File: src/design/psplit_pkg.sv
// shared types and constants for the packet split point finder
// no dependencies; imported by packet_split_point_finder_unit
`default_nettype none

package psplit_pkg;

  // longest packet that is looked at, bytes beyond it are ignored
  localparam int unsigned MAX_PACKET = 65535;
  // byte counter holds 0 .. MAX_PACKET
  localparam int unsigned CNT_W = $clog2(MAX_PACKET + 1);
  // field positions reach MAX_PACKET plus a full 16-bit length
  localparam int unsigned POS_W = $clog2(MAX_PACKET + 65536);

  // input transaction
  typedef struct packed {
    logic [7:0] data_byte;
    logic       last_byte;
    logic [1:0] protocol_hint;
  } byte_item_t;

  // result transaction
  typedef struct packed {
    logic [15:0] split_offset;
    logic [1:0]  protocol_used;
    logic [1:0]  split_source;
  } split_result_t;

  // tls clienthello walk phases
  typedef enum logic [3:0] {
    PH_REC,
    PH_HS,
    PH_SID,
    PH_CS_HI,
    PH_CS_LO,
    PH_CM,
    PH_EXT_HI,
    PH_EXT_LO,
    PH_TYPE_HI,
    PH_TYPE_LO,
    PH_LEN_HI,
    PH_LEN_LO,
    PH_IDLE
  } parse_phase_t;

  // protocol codes
  localparam logic [1:0] PROTO_UNKNOWN = 2'd0;
  localparam logic [1:0] PROTO_TLS     = 2'd1;
  localparam logic [1:0] PROTO_HTTP    = 2'd2;

  // split source codes
  localparam logic [1:0] SRC_SNI      = 2'd0;
  localparam logic [1:0] SRC_HOST     = 2'd1;
  localparam logic [1:0] SRC_FALLBACK = 2'd2;

  // tls layout
  localparam logic [7:0]  REC_HANDSHAKE   = 8'h16;
  localparam logic [7:0]  HS_CLIENT_HELLO = 8'h01;
  localparam logic [15:0] SNI_EXT_TYPE    = 16'h0000;
  localparam logic [7:0]  REC_TYPE_LOW    = 8'h14;
  localparam logic [7:0]  REC_TYPE_HIGH   = 8'h18;
  localparam logic [7:0]  REC_MAJOR       = 8'h03;
  localparam int unsigned HS_TYPE_POS     = 5;
  localparam int unsigned SID_POS         = 43;
  localparam int unsigned TLS_FALLBACK    = 6;

  // http method words and host header letters
  localparam logic [31:0] METHOD_GET  = 32'h4745_5420;
  localparam logic [31:0] METHOD_POST = 32'h504F_5354;
  localparam logic [31:0] METHOD_HEAD = 32'h4845_4144;
  localparam logic [31:0] METHOD_PUT  = 32'h5055_5420;
  localparam logic [7:0]  CASE_BIT    = 8'h20;
  localparam logic [7:0]  CHAR_H      = 8'h68;
  localparam logic [7:0]  CHAR_O      = 8'h6F;
  localparam logic [7:0]  CHAR_S      = 8'h73;
  localparam logic [7:0]  CHAR_T      = 8'h74;
  localparam logic [7:0]  CHAR_COLON  = 8'h3A;

  // fallback register reset value
  localparam logic [15:0] DEFAULT_SPLIT_RST = 16'd2;

endpackage

`default_nettype wire

File: src/design/packet_split_point_finder_unit.sv
// packet split point finder: tls sni / http host locator, one byte per cycle while byte_stall is low
// depends on psplit_pkg (types, phase enum, protocol constants)
`default_nettype none

//  channel   handshake                   payload
//  byte      byte_valid / byte_stall     byte_item (byte_item_t)
//  result    result_valid / result_stall result_item (split_result_t)
//  config    cfg_write                   cfg_wdata (default_split)
//
// one byte is taken each cycle while byte_stall is low; the parse state is
// updated in the same cycle the byte is taken. the result of a last byte is
// registered into result_item, or into the skid register while result_item
// is held by result_stall; this one-entry skid register lets the byte side
// keep flowing while a result waits; byte_stall rises only when both are full.
// synchronous reset clears the packet state and sets default_split to 2.

module packet_split_point_finder_unit
  import psplit_pkg::*;
(
  input  wire logic          clk,
  input  wire logic          rst,
  input  wire logic          byte_valid,
  output logic               byte_stall,
  input  wire byte_item_t    byte_item,
  output logic               result_valid,
  input  wire logic          result_stall,
  output split_result_t      result_item,
  input  wire logic          cfg_write,
  input  wire logic [15:0]   cfg_wdata
);

  // configuration
  logic [15:0] default_split;

  // packet state
  logic [CNT_W-1:0] byte_count;
  parse_phase_t     parse_phase;
  logic [POS_W-1:0] next_field_pos;
  logic [POS_W-1:0] extensions_end;
  logic [7:0]       field_accum;
  logic [31:0]      head_bytes;
  logic [31:0]      window_bytes;
  logic [CNT_W-1:0] sni_pos;
  logic             sni_found;
  logic [CNT_W-1:0] host_pos;
  logic             host_found;
  logic [1:0]       latched_protocol;

  logic [CNT_W-1:0] byte_count_next;
  parse_phase_t     parse_phase_next;
  logic [POS_W-1:0] next_field_pos_next;
  logic [POS_W-1:0] extensions_end_next;
  logic [7:0]       field_accum_next;
  logic [31:0]      head_bytes_next;
  logic [31:0]      window_bytes_next;
  logic [CNT_W-1:0] sni_pos_next;
  logic             sni_found_next;
  logic [CNT_W-1:0] host_pos_next;
  logic             host_found_next;
  logic [1:0]       latched_protocol_next;

  // output buffering
  split_result_t skid_item;
  logic          skid_valid;
  split_result_t result_new;

  logic             take;
  logic             emit;
  logic [7:0]       b;
  logic [POS_W-1:0] pos;
  logic             host_hit;

  assign byte_stall = skid_valid;
  assign take       = byte_valid && !skid_valid;
  assign emit       = take && byte_item.last_byte;
  assign b          = byte_item.data_byte;
  assign pos        = POS_W'(byte_count);

  // host header match on the last four bytes plus this one
  assign host_hit = ((window_bytes[31:24] | CASE_BIT) == CHAR_H)
                 && ((window_bytes[23:16] | CASE_BIT) == CHAR_O)
                 && ((window_bytes[15:8]  | CASE_BIT) == CHAR_S)
                 && ((window_bytes[7:0]   | CASE_BIT) == CHAR_T)
                 && (b == CHAR_COLON);

  // per-byte state update
  always_comb begin
    byte_count_next       = byte_count;
    parse_phase_next      = parse_phase;
    next_field_pos_next   = next_field_pos;
    extensions_end_next   = extensions_end;
    field_accum_next      = field_accum;
    head_bytes_next       = head_bytes;
    window_bytes_next     = window_bytes;
    sni_pos_next          = sni_pos;
    sni_found_next        = sni_found;
    host_pos_next         = host_pos;
    host_found_next       = host_found;
    latched_protocol_next = latched_protocol;
    if (take) begin
      if (byte_count == '0) begin
        latched_protocol_next = byte_item.protocol_hint;
      end
      if (byte_count < CNT_W'(MAX_PACKET)) begin
        // clienthello walk
        case (parse_phase)
          PH_REC: begin
            parse_phase_next = (byte_count == '0 && b == REC_HANDSHAKE) ? PH_HS : PH_IDLE;
          end
          PH_HS: begin
            if (byte_count == CNT_W'(HS_TYPE_POS)) begin
              if (b == HS_CLIENT_HELLO) begin
                next_field_pos_next = POS_W'(SID_POS);
                parse_phase_next    = PH_SID;
              end else begin
                parse_phase_next = PH_IDLE;
              end
            end
          end
          PH_SID: begin
            if (pos == next_field_pos) begin
              next_field_pos_next = pos + POS_W'(1) + POS_W'(b);
              parse_phase_next    = PH_CS_HI;
            end
          end
          PH_CS_HI: begin
            if (pos == next_field_pos) begin
              field_accum_next = b;
              parse_phase_next = PH_CS_LO;
            end
          end
          PH_CS_LO: begin
            next_field_pos_next = pos + POS_W'(1) + POS_W'({field_accum, b});
            parse_phase_next    = PH_CM;
          end
          PH_CM: begin
            if (pos == next_field_pos) begin
              next_field_pos_next = pos + POS_W'(1) + POS_W'(b);
              parse_phase_next    = PH_EXT_HI;
            end
          end
          PH_EXT_HI: begin
            if (pos == next_field_pos) begin
              field_accum_next = b;
              parse_phase_next = PH_EXT_LO;
            end
          end
          PH_EXT_LO: begin
            next_field_pos_next = pos + POS_W'(1);
            extensions_end_next = pos + POS_W'(1) + POS_W'({field_accum, b});
            parse_phase_next    = PH_TYPE_HI;
          end
          PH_TYPE_HI: begin
            if (pos == next_field_pos) begin
              if (({1'b0, next_field_pos} + (POS_W+1)'(4)) > {1'b0, extensions_end}) begin
                parse_phase_next = PH_IDLE;
              end else begin
                field_accum_next = b;
                parse_phase_next = PH_TYPE_LO;
              end
            end
          end
          PH_TYPE_LO: begin
            if ({field_accum, b} == SNI_EXT_TYPE) begin
              sni_pos_next     = byte_count - CNT_W'(1);
              sni_found_next   = 1'b1;
              parse_phase_next = PH_IDLE;
            end else begin
              parse_phase_next = PH_LEN_HI;
            end
          end
          PH_LEN_HI: begin
            field_accum_next = b;
            parse_phase_next = PH_LEN_LO;
          end
          PH_LEN_LO: begin
            next_field_pos_next = pos + POS_W'(1) + POS_W'({field_accum, b});
            parse_phase_next    = PH_TYPE_HI;
          end
          default: begin
            parse_phase_next = PH_IDLE;
          end
        endcase
        // first host header
        if (byte_count >= CNT_W'(4) && !host_found && host_hit) begin
          host_found_next = 1'b1;
          host_pos_next   = byte_count - CNT_W'(4);
        end
        // opening bytes and sliding window
        if (byte_count < CNT_W'(4)) begin
          head_bytes_next[{~byte_count[1:0], 3'b000} +: 8] = b;
        end
        window_bytes_next = {window_bytes[23:0], b};
        byte_count_next   = byte_count + CNT_W'(1);
      end
    end
  end

  // split decision on the updated state
  logic [CNT_W-1:0] len;
  logic [7:0]       b0;
  logic [7:0]       b1;
  logic [1:0]       detected;
  logic [1:0]       proto;

  assign len = byte_count_next;
  assign b0  = head_bytes_next[31:24];
  assign b1  = head_bytes_next[23:16];

  always_comb begin
    detected = PROTO_UNKNOWN;
    if (len >= CNT_W'(3)) begin
      if (b0 >= REC_TYPE_LOW && b0 <= REC_TYPE_HIGH && b1 == REC_MAJOR) begin
        detected = PROTO_TLS;
      end else if (len >= CNT_W'(4) &&
                   (head_bytes_next == METHOD_GET || head_bytes_next == METHOD_POST ||
                    head_bytes_next == METHOD_HEAD || head_bytes_next == METHOD_PUT)) begin
        detected = PROTO_HTTP;
      end
    end
  end

  assign proto = (latched_protocol_next != PROTO_UNKNOWN) ? latched_protocol_next : detected;

  always_comb begin
    result_new.protocol_used = proto;
    result_new.split_source  = SRC_FALLBACK;
    result_new.split_offset  = default_split;
    case (proto)
      PROTO_TLS: begin
        if (sni_found_next &&
            ({1'b0, sni_pos_next} + (CNT_W+1)'(4)) <= {1'b0, len}) begin
          result_new.split_offset = 16'(sni_pos_next);
          result_new.split_source = SRC_SNI;
        end else if (len < CNT_W'(TLS_FALLBACK)) begin
          result_new.split_offset = 16'(len);
        end else begin
          result_new.split_offset = 16'(TLS_FALLBACK);
        end
      end
      PROTO_HTTP: begin
        if (host_found_next && host_pos_next != '0) begin
          result_new.split_offset = 16'(host_pos_next) + 16'd3;
          result_new.split_source = SRC_HOST;
        end
      end
      default: begin
        if (default_split >= 16'(len)) begin
          result_new.split_offset = 16'(len);
        end
      end
    endcase
  end

  // configuration register
  always_ff @(posedge clk) begin
    if (rst) begin
      default_split <= DEFAULT_SPLIT_RST;
    end else if (cfg_write) begin
      default_split <= cfg_wdata;
    end
  end

  // packet state, cleared after the last byte
  always_ff @(posedge clk) begin
    if (rst || emit) begin
      byte_count       <= '0;
      parse_phase      <= PH_REC;
      next_field_pos   <= '0;
      extensions_end   <= '0;
      field_accum      <= '0;
      head_bytes       <= '0;
      window_bytes     <= '0;
      sni_pos          <= '0;
      sni_found        <= 1'b0;
      host_pos         <= '0;
      host_found       <= 1'b0;
      latched_protocol <= PROTO_UNKNOWN;
    end else begin
      byte_count       <= byte_count_next;
      parse_phase      <= parse_phase_next;
      next_field_pos   <= next_field_pos_next;
      extensions_end   <= extensions_end_next;
      field_accum      <= field_accum_next;
      head_bytes       <= head_bytes_next;
      window_bytes     <= window_bytes_next;
      sni_pos          <= sni_pos_next;
      sni_found        <= sni_found_next;
      host_pos         <= host_pos_next;
      host_found       <= host_found_next;
      latched_protocol <= latched_protocol_next;
    end
  end

  // result register with skid entry
  always_ff @(posedge clk) begin
    if (rst) begin
      result_valid <= 1'b0;
      skid_valid   <= 1'b0;
    end else if (!result_valid || !result_stall) begin
      if (skid_valid) begin
        result_valid <= 1'b1;
        skid_valid   <= 1'b0;
      end else begin
        result_valid <= emit;
      end
    end else if (emit) begin
      skid_valid <= 1'b1;
    end
  end

  // result payload
  always_ff @(posedge clk) begin
    if (!result_valid || !result_stall) begin
      if (skid_valid) begin
        result_item <= skid_item;
      end else if (emit) begin
        result_item <= result_new;
      end
    end else if (emit) begin
      skid_item <= result_new;
    end
  end

endmodule

`default_nettype wire
File: config.mk
export PLATFORM = sky130hd
export DESIGN_NAME = packet_split_point_finder_unit
export DESIGN_NICKNAME = d
export VERILOG_FILES = /design/src/design/psplit_pkg.sv /design/src/design/packet_split_point_finder_unit.sv
export SDC_FILE = /design/constraint.sdc
export NUM_CORES = 1
export LEC_CHECK = 0
export BUFFER_PORTS_ARGS = -buffer_cell sky130_fd_sc_hd__buf_4
export CORE_ASPECT_RATIO = 1.4
export CORE_MARGIN = 10
export CORE_UTILIZATION = 40
export DETAILED_ROUTE_END_ITERATION = 12
export PLACE_DENSITY = 0.57
export REMOVE_ABC_BUFFERS = 1
export SYNTH_ARGS = -nofsm -noshare
export SYNTH_HDL_FRONTEND = slang
export SYNTH_SLANG_ARGS = --single-unit
File: constraint.sdc
create_clock -name clk -period 9.3 [get_ports clk]
set_input_delay 1.86 -clock clk [delete_from_list [all_inputs] [get_ports clk]]
set_output_delay 1.86 -clock clk [all_outputs]
set_load 0.02 [all_outputs]
==> results of run 1 <==
layout by cell type (no fill, tap or decap), types with 8 or more instances in the layout:
master	Yosys	routed
a211oi_1	20	20
a21o_1	29	29
a21oi_1	147	145
a31oi_1	10	10
and2_1	21	21
and3_1	32	32
and4_1	11	11
buf_4	2	84
clkbuf_16	0	26
dfxtp_1	176	176
edfxtp_1	40	40
ha_1	81	81
inv_1	56	56
mux2_2	10	10
mux2i_1	59	59
nand2_1	196	196
nand2b_1	14	13
nand3_1	90	90
nand4_1	35	35
nor2_1	184	183
nor2b_1	13	13
nor3_1	51	51
nor3b_1	9	9
nor4_1	34	34
o211ai_1	12	12
o21a_1	11	11
o21ai_0	79	79
o22ai_1	12	12
o31ai_1	13	13
or2_2	9	9
or3_1	10	10
or4_1	8	8
xnor2_1	59	59
xor2_1	57	57
routing by layer:
layer	up-vias	routed length (µm)	global-route usage, %
li1	6756	-	-
met1	6686	20400	25.4
met2	452	24300	37.2
met3	123	2680	2.49
met4	0	2820	11.8
met5	-	0	0
critical path: cells and delay by family (launching register included):
kind,cells,cell delay [ps]
AOI/OAI and AO/OA,11,2370
and+or+nand+nor,5,2310
adders and majority gates,3,1030
DFF,1,750
buffers and inverters,3,640
xor gates and xnor gates,1,160
power by group through the flow:
stage / registers, mW / clock network [mW] / logic (mW)
final: 1.02 / 1.07 / 0.409
after global routing: 1.02 / 1.13 / 0.447
after CTS: 1.02 / 1.10 / 0.407
after detailed placement: 1.04 / 0 / 0.405
after global placement: 1.04 / 0 / 0.399
after floorplan: 1.04 / 0 / 0.254
state kept, by name (all words and copies together), names as in the netlist:
name,flops
latched_protocol,2
skid_item,20
default_split,16
result_item,20
field_accum,8
extensions_end,17
result_valid,1
byte_count,16
window_bytes,28
sni_found,1
parse_phase,4
host_found,1
head_bytes,32
sni_pos,16
host_pos,16
byte_stall,1
next_field_pos,17
area by class of cell:
type,count,area [µm²]
inverters,60,225
well taps,467,584
flip-flops and latches,216,4720
fillers,3767,20300
diodes,1,2.50
clock inverters,12,158
clock buffers,34,732
repair buffers,84,631
multi-input cells,1467,9440
worst max-delay path by stage:
stage                                   from                         to  slack [ps]
floorplan                       byte_item[4]   result_item[1]$_DFFE_PP_        1590
global placement                byte_item[4]  result_item[14]$_DFFE_PP_        1680
detailed placement              byte_item[4]  result_item[14]$_DFFE_PP_        1500
CTS                 byte_count[0]$_SDFF_PP0_  result_item[14]$_DFFE_PP_        1870
global route        byte_count[0]$_SDFF_PP0_  result_item[14]$_DFFE_PP_        1250
finish              byte_count[0]$_SDFF_PP0_  result_item[14]$_DFFE_PP_        1830
cells by family after synthesis:
kind of cell	after synthesis	share of synthesized area, %
adders and majority gates	82	6.95
xor gates and xnor gates	116	6.83
buffers and inverters	181	4.90
muxes	69	4.73
AOI/OAI and AO/OA	436	18.8
and+or+nand+nor	764	26.0
DFF	216	31.8
==> flow_summary.toml, run 1 <==
[logic_synthesis]
synth-seq-area-share_pct = 31.8
yosys.area.top_type_share_pct = 23.7
yosys-top-cells-area = "dfxtp_1 (24%), edfxtp_1 (8.1%), ha_1 (6.8%), a21oi_1 (4.9%), nand2_1 (4.9%)"
postSynthAreaPerCell_um2 = 7.98
synth_common_cells = "nand2_1 (196), nor2_1 (184), dfxtp_1 (176), a21oi_1 (147), nand3_1 (90)"
ys.flop_type = "dfxtp_1"
yosys.area.top_type = "dfxtp_1"
syn_area_um2 = 14900
async_flop_share_pct = 0
yosysMostFrequentCell = "nand2_1"
syn_inst = 1864
yosysWarnings = 0
synth_edf_count = 40
synthDistinctLibCells = 91
synth_seq_cells = 216

[critical_path]
r2r-end = "result_item[14]$_DFFE_PP_"
path_class = "reg2reg"
r2r_cells = 23
r2r_setup_slack_ps = 1830
arrival_ps = 7850
cp.required_ps = 9680
critPathCaptureType = "flop"
path_cells = "ha_1 -> nand4_1 -> or4_4 -> nand4b_1 -> buf_4 -> a21oi_1 -> inv_1 -> ha_1 -> o21ai_0 -> a2111oi_2 -> o22ai_1 -> a21oi_1 -> xor2_1 -> ha_1 -> a21o_1 -> a21oi_1 -> o221ai_1 -> or4b_2 -> a21oi_1 -> buf_4 -> nand3_2 -> o22a_1 -> a221oi_1"
critPathMaxFanout = 38
reg2reg_from = "byte_count[0]$_SDFF_PP0_"
slowest_delay_ps = 760
critPathMostFrequentCell = "a21oi_1"
worstSetupStartpointType = "flop"
slowest_stage = "or4_4"

[grt]
globalRouteOverflowTotal = 0
grt_pass1_wl_mm = 77.7
antenna_found_initial = 0
grt_max_degree = 81
grt_pass1_vias = 13400
grt_usage_pct = 21.5

[place]
dp_cells = 2294
dp_slack_ps = 1500
place.port_buffers = 53
place_area_um2 = 15600
place.gp.congestion = 0.948
hpwl_mm = 37.8

[detailed_routing]
first_pass_iters = 5
first_iter_violations = 1093
drc_errors = 0
wl_mm = 50.2
viasPerCell = 5.99
routedWlPerCell_um = 21.5
antenna_left = 0
vias = 14000

[timing]
worst_slack_ps = 1830
relSlewSlack_pct = 23.5
rsz0062_at_grt = "no"
setup_viol = 0
period_minus_slack_ps = 7470
setup_tns_ps = 0
max_freq_ghz = 0.134
whs_ps = 454
finalMaxSlewViolations = 0
finalHoldViolations = 0
worst_pin_slew_ps = 1140
clock_skew_ps = 17.0
fin_crit_sh_pct = 80.3

[finish]
fin_cells = 2341
postLayoutCoreUtil_pct = 44.9
finalInstanceArea_um2 = 16500
syn2layout_area_growth_pct = 10.9
layout.nets = 1968
drive_gt1_share_pct = 9.40

[job]
drv_cap = 0

[floorplan]
start_util_pct = 40.5
core-area_um2 = 36800
die_w_um = 183
dieArea_um2 = 45400
io_pins = 54
rows = 83
die_h_um = 248

[min_path]
min_path_cells = 2
min_to = "window_bytes[31]$_SDFFE_PP0P_"
min-delay-start = "window_bytes[31]$_SDFFE_PP0P_"
hp-class = "reg2reg"

[clocking]
numClockSinks = 216
insertion_delay_ps = 570
htreeDepth = 1
clock_path_buffers = 3
cts_tree = "done"
cts-buffers-inserted = 25
post_cts_buffers = 0
cts_root_buf = "clkbuf_16"
hold_buffers = 0
clk_pin_slew_worst_paths_ps = 60
post_cts_resize_count = 0

[power]
clockPowerShare_pct = 42.9
swShare_pct = 28.8
finalPower_mw = 2.50
p_seq_share_pct = 40.7
internal-power_mw = 1.78
combPwrFrac_pct = 16.4
peakVddDrop_v = 0.000119
leakagePower_nw = 6.46
power.density_nw_per_um2 = 151
p_sw_mw = 0.720

[run_status]
run_status = "finished clean"
Note: power is estimated with default switching activity, not from simulation.
==> inputs of run 2 (changes only) <==
Clock period 9.3 ns to 7.37 ns, I/O delays scaled along.
==> flow_summary.toml, run 2 (synthesized netlist as in run 1, its figures left out) <==
[run_status]
run_status = "finished clean"

[timing]
setup_viol = 0
relSlewSlack_pct = 18.7
clock_skew_ps = 24.7
period_minus_slack_ps = 6650
setup_tns_ps = 0
finalHoldViolations = 0
rsz0062_at_grt = "no"
fin_crit_sh_pct = 90.3
max_freq_ghz = 0.150
worst_pin_slew_ps = 1220
finalMaxSlewViolations = 0

[finish]
n_antenna_cell = 0
reg_top3 = "head_bytes x32, window_bytes x28"
layout_commonest_cell = "nand2_1"
syn2layout_area_growth_pct = 11.9
finalInstanceArea_um2 = 16600
final_cell_mix = "nand2_1 (196), nor2_1 (183), dfxtp_1 (176)"
multi_input_area_um2 = 9440
layout.nets = 1998
fillers = 3736
drive_gt1_share_pct = 10.5
seq_area_um2 = 4720
largest_reg_flops = 32
top_register = "head_bytes"

[clocking]
clk_pin_slew_worst_paths_ps = 60
cts_root_buf = "clkbuf_16"
post_cts_resize_count = 0
clock_path_buffers = 3
cts_tree = "done"
cts-buffers-inserted = 25
hold_buffers = 0
insertion_delay_ps = 570
numClockSinks = 216
post_cts_buffers = 0
htreeDepth = 1

[detailed_routing]
first_iter_violations = 1161
viasPerCell = 6.01
routedWlPerCell_um = 21.8
wl_mm = 51.7
vias = 14200
antenna_left = 0
first_pass_iters = 6
drc_errors = 0

[floorplan]
die_w_um = 183
core-area_um2 = 36800
io_pins = 54
rows = 83
start_util_pct = 40.5
dieArea_um2 = 45400
die_h_um = 248

[place]
hpwl_mm = 38.8
place_area_um2 = 15800
place.gp.congestion = 0.970
place.port_buffers = 53

[grt]
grt_pass1_wl_mm = 79.8
grt_use_met2_pct = 39.1
top_usage_layer = "met2"
grt_util_met1_pct = 25.5
globalRouteOverflowTotal = 0
antenna_found_initial = 0
use_met3_pct = 2.67
grt_max_degree = 85
grt_pass1_vias = 13700
grt_usage_pct = 22.1

[min_path]
hp-class = "reg2reg"
min_path_cells = 2
min-delay-start = "extensions_end[12]$_SDFFE_PP0P_"
min_to = "extensions_end[12]$_SDFFE_PP0P_"

[critical_path]
path_class = "in2reg"
reg2reg_from = "byte_count[3]$_SDFF_PP0_"
critPathCaptureType = "flop"
r2r-end = "result_item[14]$_DFFE_PP_"
arrival_ps = 7040
r2r_setup_slack_ps = 1040
cp.required_ps = 7750
r2r_cells = 23
critPathMaxFanout = 37
worstSetupStartpointType = "primary input"

[power]
finalPower_mw = 3.05
peakVddDrop_v = 0.000141
leakagePower_nw = 6.54
power.density_nw_per_um2 = 184

[job]
drv_cap = 0
-- run 2: worst max-delay path by stage --
stage | start | to | slack, ps | cells after the start
2_1_floorplan | byte_item[4] | result_item[1]$_DFFE_PP_ | 50 | 21
3_3_place_gp | byte_item[4] | result_item[14]$_DFFE_PP_ | 210 | 22
3_5_place_dp | byte_item[4] | result_item[14]$_DFFE_PP_ | 150 | 22
4_1_cts | byte_item[4] | result_item[14]$_DFFE_PP_ | 730 | 22
5_1_grt | byte_item[4] | result_item[14]$_DFFE_PP_ | 240 | 22
6_report | byte_item[4] | result_item[14]$_DFFE_PP_ | 720 | 22
-- run 2: report_power, final --
| group | leakage, nW | internal (mW) | switching (mW) | total, mW |
|---|---|---|---|---|
| sequential | 1.80 | 1.25 | 0.0341 | 1.28 |
| combinational | 4.36 | 0.195 | 0.330 | 0.526 |
| clock | 0.390 | 0.712 | 0.536 | 1.25 |
-- run 2: critical path, cell delays in order --
cell       delay (ps)
buf_4             110
nor4_1            460
nand4_1           410
nand4b_1          320
buf_4             260
a21oi_1           240
inv_1              70
ha_1              270
o21ai_0           120
a2111oi_2          90
o22ai_1           270
a21oi_1            90
xor2_1            150
ha_1              320
a21o_1            170
a21oi_1           140
o221ai_1          180
or4b_2            660
a21oi_1           300
nand3_2           300
o22a_1            310
a221oi_1          290
-- run 2: metrics by stage --
| step | utilization, % | hold WS [ps] | setup WS (ps) | std cells |
|---|---|---|---|---|
| final | 45.3 | 452 | 716 | 2369 |
| after detailed placement | 43.1 | 445 | 154 | 2324 |
| after floorplan | - | 427 | 45.6 | 1743 |
| after CTS | 45.3 | 453 | 732 | 2369 |
| after global routing | 45.3 | 474 | 239 | 2369 |
| after global placement | 43.1 | 439 | 206 | 2324 |
-- run 2: metal layers --
| layer | up-vias | wire length [µm] |
|---|---|---|
| li1 | 6797 | - |
| met1 | 6874 | 20700 |
| met2 | 447 | 25700 |
| met3 | 120 | 2540 |
| met4 | 0 | 2810 |
| met5 | - | 0 |
-- run 2: area by class of cell --
type	count	share of cell area, %
Sequential cell	216	28.4
Clock buffer	36	4.31
Timing Repair Buffer	114	5.14
Inverter	60	1.35
Tap cell	467	3.51
Clock inverter	9	0.526
Multi-Input combinational cell	1467	56.8
==> inputs of run 3 (changes only) <==
Settings changed: PLACE_DENSITY 0.57 to default, PLACE_DENSITY_LB_ADDON from default to 0.25.
==> flow_summary.toml, run 3 (synthesized netlist as in run 1, its figures left out) <==
[finish]
multi_input_area_um2 = 9440
fillers = 3732
final_cell_mix = "nand2_1 (196), nor2_1 (183), dfxtp_1 (176)"
largest_reg_flops = 32
layout_commonest_cell = "nand2_1"
finalInstanceArea_um2 = 16700
syn2layout_area_growth_pct = 12.4
reg_top3 = "head_bytes x32, window_bytes x28"
top_register = "head_bytes"
layout.nets = 2001
n_antenna_cell = 0
drive_gt1_share_pct = 11.0
seq_area_um2 = 4720

[critical_path]
critPathCaptureType = "flop"
slowest_delay_ps = 650
worstSetupStartpointType = "primary input"
reg2reg_from = "byte_count[0]$_SDFF_PP0_"
critPathMostFrequentCell = "a21oi_1"
startpoint = "byte_item[4]"
arrival_ps = 7200
path_buf_inv = 3
cp.required_ps = 7760
path_cells = "buf_4 -> nor4_1 -> nand4_1 -> nand4b_1 -> buf_4 -> a21oi_1 -> inv_1 -> ha_1 -> o21ai_0 -> a2111oi_2 -> o22ai_1 -> a21oi_1 -> xor2_1 -> ha_1 -> a21o_1 -> a21oi_1 -> o221ai_1 -> or4b_2 -> a21oi_1 -> nand3_2 -> o22a_1 -> a221oi_1"
r2r_setup_slack_ps = 870
path_class = "in2reg"
critPathMaxFanout = 37
slowest_stage = "or4b_2"
crit_family = "compound AO/OA/AOI/OAI gates"

[place]
place.port_buffers = 53
place_area_um2 = 15900
hpwl_mm = 38.1
place.gp.congestion = 0.976

[grt]
grt_pass1_wl_mm = 79.1
globalRouteOverflowTotal = 0
antenna_found_initial = 0
grt_usage_pct = 21.8
grt_max_degree = 75
grt_pass1_vias = 13600

[detailed_routing]
vias = 14300
first_pass_iters = 5
antenna_left = 0
first_iter_violations = 1177
drc_errors = 0
viasPerCell = 6.02
routedWlPerCell_um = 21.4
wl_mm = 50.9

[timing]
fin_crit_sh_pct = 92.5
setup_viol = 0
max_freq_ghz = 0.147
period_minus_slack_ps = 6820
setup_tns_ps = 0
rsz0062_at_grt = "no"
worst_pin_slew_ps = 1210
finalMaxSlewViolations = 0
clock_skew_ps = 16.9
relSlewSlack_pct = 19.1
finalHoldViolations = 0

[floorplan]
die_h_um = 248
io_pins = 54
rows = 83
dieArea_um2 = 45400
die_w_um = 183
start_util_pct = 40.5
core-area_um2 = 36800

[clocking]
cts_tree = "done"
htreeDepth = 1
clk_pin_slew_worst_paths_ps = 60
clock_path_buffers = 3
insertion_delay_ps = 570
hold_buffers = 0
cts_root_buf = "clkbuf_16"
post_cts_resize_count = 0
cts-buffers-inserted = 25
numClockSinks = 216
post_cts_buffers = 0

[min_path]
min-delay-start = "window_bytes[28]$_SDFFE_PP0P_"
hp-class = "reg2reg"

[job]
drv_cap = 0

[power]
leakagePower_nw = 6.61
power.density_nw_per_um2 = 188
peakVddDrop_v = 0.000137
finalPower_mw = 3.14

[run_status]
run_status = "finished clean"
## run 3: cell count changes in the layout (fill, tap and decap cells not counted)
cell        delta
inv_4          +1
clkbuf_16      +1
clkbuf_2       +1
bufinv_16      +2
clkinvlp_4     -2
clkinv_1       -2
buf_4          +3
clkbuf_1       -4
clkinv_2       +6
clkbuf_8       -3
clkinv_4       +1
## run 3: metal layers
layer / up-vias / GRT usage, % / part of all wire, %
li1: 6818 / - / -
met5: - / 0 / 0
met2: 515 / 38.7 / 50
met4: 0 / 10.3 / 4.8
met1: 6830 / 25.7 / 39
met3: 130 / 2.38 / 5.7
## run 3: worst register-to-register path: cells and delay by family, from the launching register on
family          cells  cell delay, ps
fa+ha+maj           3             730
compound gates     11            2510
flops               1             310
buf+inv             3             670
xor+xnor            1             180
simple gates        5            1910
## run 3: final timing paths
check,end,cells past startpoint
max,result_item[14]$_DFFE_PP_,22
max reg2reg,result_item[14]$_DFFE_PP_,23
min,window_bytes[28]$_SDFFE_PP0P_,2
min reg2reg,window_bytes[28]$_SDFFE_PP0P_,2
## run 3: cell type report
cell class | instances | share of cell area [%]
clock buffers | 31 | 4.13
multi-input cells | 1467 | 56.5
clock inverters | 15 | 1.02
flip-flops and latches | 216 | 28.3
repair buffers | 117 | 5.25
inverters | 60 | 1.35
well taps | 467 | 3.50
## run 3: power by group
| part | switching, mW | internal, mW | leakage (nW) |
|---|---|---|---|
| registers | 0.0343 | 1.25 | 1.80 |
| clock network | 0.554 | 0.776 | 0.437 |
| logic | 0.333 | 0.197 | 4.37 |
## run 3: per-stage QoR
stage          instances  hold slack (ps)  setup WS [ps]  utilization (%)
6_report            2373              453            555             45.5
4_1_cts             2373              452            596             45.5
3_5_place_dp        2327              443           39.2             43.1
3_3_place_gp        2327              437            120             43.1
2_1_floorplan       1743              427           45.6                -
5_1_grt             2373              476           51.4             45.5
